==> src/rtl/xrlap_pkg.sv <==
// Shared types and constants for the extended-range pixel decoder with green Laplacian metric.
// Holds field widths, register codes, reset values and the controller/datapath interface structs.
// Depends on nothing; the divider, controller, datapath and top files import it (the RAM does not).
`default_nettype none

package xrlap_pkg;

	localparam int MAX_WIDTH_DEF  = 4096;
	localparam int MAX_HEIGHT_DEF = 4096;

	localparam int PIX_W     = 32;
	localparam int CODE_W    = 10;
	localparam int CH_W      = 8;
	localparam int SUM_W     = 40;
	localparam int CNT_W     = 25;
	localparam int MEAN_W    = 18;
	localparam int MEAN_FRAC = 8;

	localparam int CFG_W = 13;
	localparam int POS_W = 12;
	localparam int IDX_W = 3;

	localparam logic [IDX_W-1:0] REG_FRAME_WIDTH  = 3'd0;
	localparam logic [IDX_W-1:0] REG_FRAME_HEIGHT = 3'd1;
	localparam logic [IDX_W-1:0] REG_REGION_LEFT  = 3'd2;
	localparam logic [IDX_W-1:0] REG_REGION_TOP   = 3'd3;
	localparam logic [IDX_W-1:0] REG_REGION_SIZE  = 3'd4;

	localparam logic [CFG_W-1:0] FRAME_WIDTH_RST  = 13'd1024;
	localparam logic [CFG_W-1:0] FRAME_HEIGHT_RST = 13'd768;
	localparam logic [POS_W-1:0] REGION_LEFT_RST  = 12'd0;
	localparam logic [POS_W-1:0] REGION_TOP_RST   = 12'd0;
	localparam logic [CFG_W-1:0] REGION_SIZE_RST  = 13'd256;

	localparam logic [CODE_W-1:0] CODE_LOW  = 10'd384;
	localparam logic [CODE_W-1:0] CODE_HIGH = 10'd894;
	localparam logic [CODE_W-1:0] CODE_BIAS = 10'd383;

	typedef struct packed {
		logic accept;
		logic read;
		logic calc;
		logic div_start;
		logic emit;
	} xrlap_cmd_t;

	typedef struct packed {
		logic frame_end;
		logic div_busy;
		logic out_free;
	} xrlap_sts_t;

endpackage

`default_nettype wire

==> src/rtl/xrlap_ctrl.sv <==
// Controller state machine: sequences read, compute, divide (frame's last item only) and emit for each pixel item.
// Drives the input stall; depends on xrlap_pkg for the command and status structs.
`default_nettype none

module xrlap_ctrl import xrlap_pkg::*; (
	input  wire logic       clk,
	input  wire logic       arst_n,
	input  wire logic       pixel_valid,
	output logic            pixel_stall,
	input  wire xrlap_sts_t sts,
	output xrlap_cmd_t      cmd
);

	typedef enum logic [2:0] {
		S_IDLE,
		S_READ,
		S_CALC,
		S_DSTART,
		S_DWAIT,
		S_EMIT
	} state_t;

	state_t state_q;
	state_t state_d;
	logic   stall_q;

	always_comb begin
		state_d = state_q;
		unique case (state_q)
			S_IDLE:   if (pixel_valid) state_d = S_READ;
			S_READ:   state_d = S_CALC;
			S_CALC:   state_d = sts.frame_end ? S_DSTART : S_EMIT;
			S_DSTART: state_d = S_DWAIT;
			S_DWAIT:  if (!sts.div_busy) state_d = S_EMIT;
			S_EMIT:   if (sts.out_free) state_d = S_IDLE;
			default:  state_d = S_IDLE;
		endcase
	end

	always_ff @(posedge clk or negedge arst_n) begin
		if (!arst_n) begin
			state_q <= S_IDLE;
			stall_q <= 1'b0;
		end else begin
			state_q <= state_d;
			stall_q <= (state_d != S_IDLE);
		end
	end

	always_comb begin
		cmd.accept    = (state_q == S_IDLE) && pixel_valid;
		cmd.read      = (state_q == S_READ);
		cmd.calc      = (state_q == S_CALC);
		cmd.div_start = (state_q == S_DSTART);
		cmd.emit      = (state_q == S_EMIT) && sts.out_free;
	end

	assign pixel_stall = stall_q;

	assert property (@(posedge clk) disable iff (!arst_n) cmd.accept |=> pixel_stall)
		else $error("input not stalled after an item was taken");
	assert property (@(posedge clk) disable iff (!arst_n)
		(state_q == S_DWAIT && !sts.div_busy) |=> (state_q == S_EMIT))
		else $error("finished division did not lead to emit");

endmodule

`default_nettype wire

==> config.mk <==
export PLATFORM = sky130hd
export DESIGN_NAME = xrlap_ctrl
export DESIGN_NICKNAME = d
export VERILOG_FILES = /design/src/rtl/xrlap_pkg.sv /design/src/rtl/xrlap_ctrl.sv
export SDC_FILE = /design/constraint.sdc
export NUM_CORES = 1
export LEC_CHECK = 0
export BUFFER_PORTS_ARGS = -buffer_cell sky130_fd_sc_hd__buf_4
export CELL_PAD_IN_SITES_DETAIL_PLACEMENT = 1
export CELL_PAD_IN_SITES_GLOBAL_PLACEMENT = 1
export CORE_AREA = 2 2 39 41
export DETAILED_ROUTE_END_ITERATION = 8
export DIE_AREA = 0 0 41 43
export MAX_ROUTING_LAYER = met4
export PLACE_DENSITY_LB_ADDON = 0.1
export RECOVER_POWER = 25
export SETUP_SLACK_MARGIN = 0.15
export SLEW_MARGIN = 0
export SYNTH_ARGS = -nofsm -noshare
export SYNTH_HDL_FRONTEND = slang
export SYNTH_SLANG_ARGS = --single-unit
==> constraint.sdc <==
create_clock -name clk -period 1.2 [get_ports clk]
set_input_delay 0.06 -clock clk [delete_from_list [all_inputs] [get_ports clk]]
set_output_delay 0.06 -clock clk [all_outputs]
set_load 0.01 [all_outputs]
==> summary.txt <==
Finish
  – Ratio of cells with drive above 1 in the final layout: about three fifths
  – Cell Count, Final, Fillers Out: 59
  – Final instance area: 437.9 um^2
  – Multi-input combinational cell area: roughly 160 um^2
  – FF+latch area: roughly 100 um^2
  – NumNets Final: between 50 and 60
  – Fillers: between 150 and 200
  – Antenna diode count: 0
  – Util after Layout: 31.65%
  – Layout area overhead: 64.32%

Clocking
  – TritonCTS Buffers: 3
  – Clk_lat worst skew: 0.24 ns
  – Clk sinks: 4
  – Clk pin slew, worst setup/hold paths: roughly 0.040 ns
  – Number of H-tree levels: 1
  – Worst-case clock buffer depth: 2
  – CTS root buf: clkbuf_4
  – CTS tree: done

Power and ir drop
  – PwrDens: 2547 nW/um^2
  – PnR Total Power: 1.116 mW
  – Leak Pwr: 0.1875 nW
  – VDD IR-drop max: approximately 640 uV

Yosys
  – Synth warnings: 0
  – Post-synth cell types: 15
  – Sequential share of the synthesized area: 37.56%
  – Most area-consuming cells after synthesis: dfrtp_1, buf_6, a21oi_1
  – Top cell type by total area after synthesis: dfrtp_1
  – Synthesis-stage register bit count: 4
  – Syn avg cell area: 9.871 um^2
  – Syn Nets: 33
  – Post-synth top area share: between 30 and 40%
  – Post-Synthesis Cells: 27
  – Post-Syn Area: 266.5 um^2

Placed design
  – Dpl cells: slightly above 50
  – Worst slack at placement: 0.1724 ns
  – Port Buffer Count: 11
  – GPL Wtd Cong: 0.6714
  – Dpl cell area: around 340 um^2
  – DP HPWL: 424.6 um

Detailed routing
  – Initial DRC Count: 3
  – Wirelength, routed: 757 um
  – Drt pass-1 iters: 2
  – Routed len/inst: 12.83 um
  – Vias/cell: 4.356
  – Drc violations: 0
  – Final ANT Viol Nets: 0
  – Via Count: between 200 and 300

Worst setup path
  – Crit end category: primary output
  – R2r setup slk: 0.15 ns
  – Cell Chain, Critical Path: nand2b_1, nor2_1, buf_4
  – Worst r2r path cells: 4
  – Slowest stage delay, CP: 0.44 ns
  – Critical Path Source Type: flip-flop
  – Worst EP required: 1.14 ns
  – Worst path arrival time: 1.11 ns
  – Critical R2R Launch: state_q[0]
  – Worst Path Max Fanout: 6
  – Slowest CP cell: dfrtp_2
  – Crit path kind: reg2out
  – Reg-to-Reg End: state_q[2]

Floorplan
  – Initial Utilization: 19.26%
  – Die area: 1763 um^2
  – Top-level I/O count: 12
  – Core area: ~1400 um^2
  – Die Ht: approximately 43 um
  – Die X: 41 um
  – Rows: 14

Global route
  – GR Overflow Total: 0
  – Vias in the first global route: between 200 and 300
  – GRT busiest layer: met2
  – Routing usage on met3: 4.712%
  – Grt met2 use: ~15%
  – First-pass GRT wire length: 1242 um
  – Largest net degree at the start of global routing: 8
  – Number of antenna violations at the first check in global routing: 0
  – Tot GR Track Use: 10.54%
  – Routing usage on met1: 14.01%

Timing
  – Slew margin rel.: 85.99%
  – Minimum clock period: 1.174 ns
  – Worst hold slack: about 0.077 ns
  – Worst-Margin Slew: 0.2102 ns
  – Max Transition Viols Final: 0
  – Fmax: 851.9 MHz
  – Final worst slack: 0.02620 ns
  – Setup TNS: 0 ns
  – Tcrit/Tclk final: 97.82%
  – Skew final: about 0.0025 ns
  – Final hold violations: 0
  – Unrepaired setup endpoints after global routing: yes
  – Final Setup Violations: 0

Run status
  – Status: finished clean

Min path
  – Hold Path Depth: 3
  – Endpoint, Worst Hold: pixel_stall
  – Worst hold path class: in2reg
  – Hold path startpoint: pixel_valid

Job
  – Max-cap violations: 0
==> logic make-up (layout without fill, tap and decap cells) <==
family                 after synthesis  in the layout  synth area share (%)
and+or+nand+nor                     15             15                 38.96
AOI/OAI and AO/OA                    4              4                 8.450
buffers and inverters                3             19                 11.27
DFF                                  4              4                 37.56
muxes                                1              1                 3.756
==> cell usage in the layout, fill, tap and decap left out <==
cell type and instances:
buf_6 3, buf_4 11, clkbuf_4 3, o31ai_1 1
clkbuf_1 1, dfrtp_1 1, nor2_1 4, nor2b_1 1
nor4b_2 1, mux2i_1 1, dlygate4sd3_1 1, nor3b_2 2
nand2_2 1, and3b_1 1, dfrtp_2 3, nand2b_1 2
nor4_4 1, a21oi_1 2, a21oi_2 1, nand3b_1 2
==> timing repair <==
| action | 4_1_cts | 5_1_grt |
|---|---|---|
| hold buffers | 1 | 0 |
| setup buffers | 4 | 0 |
| endpoints found under the setup margin | 5 | 8 |
| hold endpoints to repair | 4 | 0 |
| gates resized for setup | 3 | 8 |
| pin swaps | 1 | 4 |
==> worst max path at each step <==
stage,depth (start not counted),end,slack (ns),from
after floorplan,4,state_q[2],0.28,state_q[0]
after global routing,2,cmd[4],-0.04,state_q[1]
after CTS,2,cmd[4],0.02,state_q[1]
after detailed placement,3,state_q[0],0.17,state_q[0]
after global placement,3,state_q[0],0.15,state_q[0]
final,3,cmd[0],0.03,state_q[1]
==> worst max-delay path, delay by kind of cell, from the launching register on <==
family,cells,cell delay (ns)
flops,1,0.44
buf+inv,1,0.13
simple gates,2,0.30
==> power by group <==
group | switching (mW) | internal (mW) | total (mW)
Sequential | 0.114 | 0.212 | 0.326
Combinational | 0.267 | 0.349 | 0.616
Clock | 0.0615 | 0.112 | 0.174
Total | 0.443 | 0.673 | 1.12
==> routing by layer <==
layer,routed length (um),part of all wire (%)
met5,0,0
met4,0,0
met3,46,6.1
met2,379,50
met1,330,44
==> cell type report <==
class | count | share of cell area [%]
multi-input cells | 20 | 36.86
repair buffers | 16 | 29.71
flip-flops and latches | 4 | 23.71
clock buffers | 3 | 5.143
well taps | 16 | 4.571
==> cell usage after synthesis <==
master,count
nor2_1,4
nand2b_1,2
nand2_1,1
and3b_1,1
nor2b_1,1
buf_6,2
nand3b_1,2
mux2i_1,1
nor4_2,1
dfrtp_1,4
nor3b_1,2
o31ai_1,1
buf_4,1
nor4b_2,1
a21oi_1,3
==> state kept, by name (all words and copies together), names as in the netlist <==
register	count
state_q	3
pixel_stall	1
Note: power is estimated with default switching activity, not from simulation.
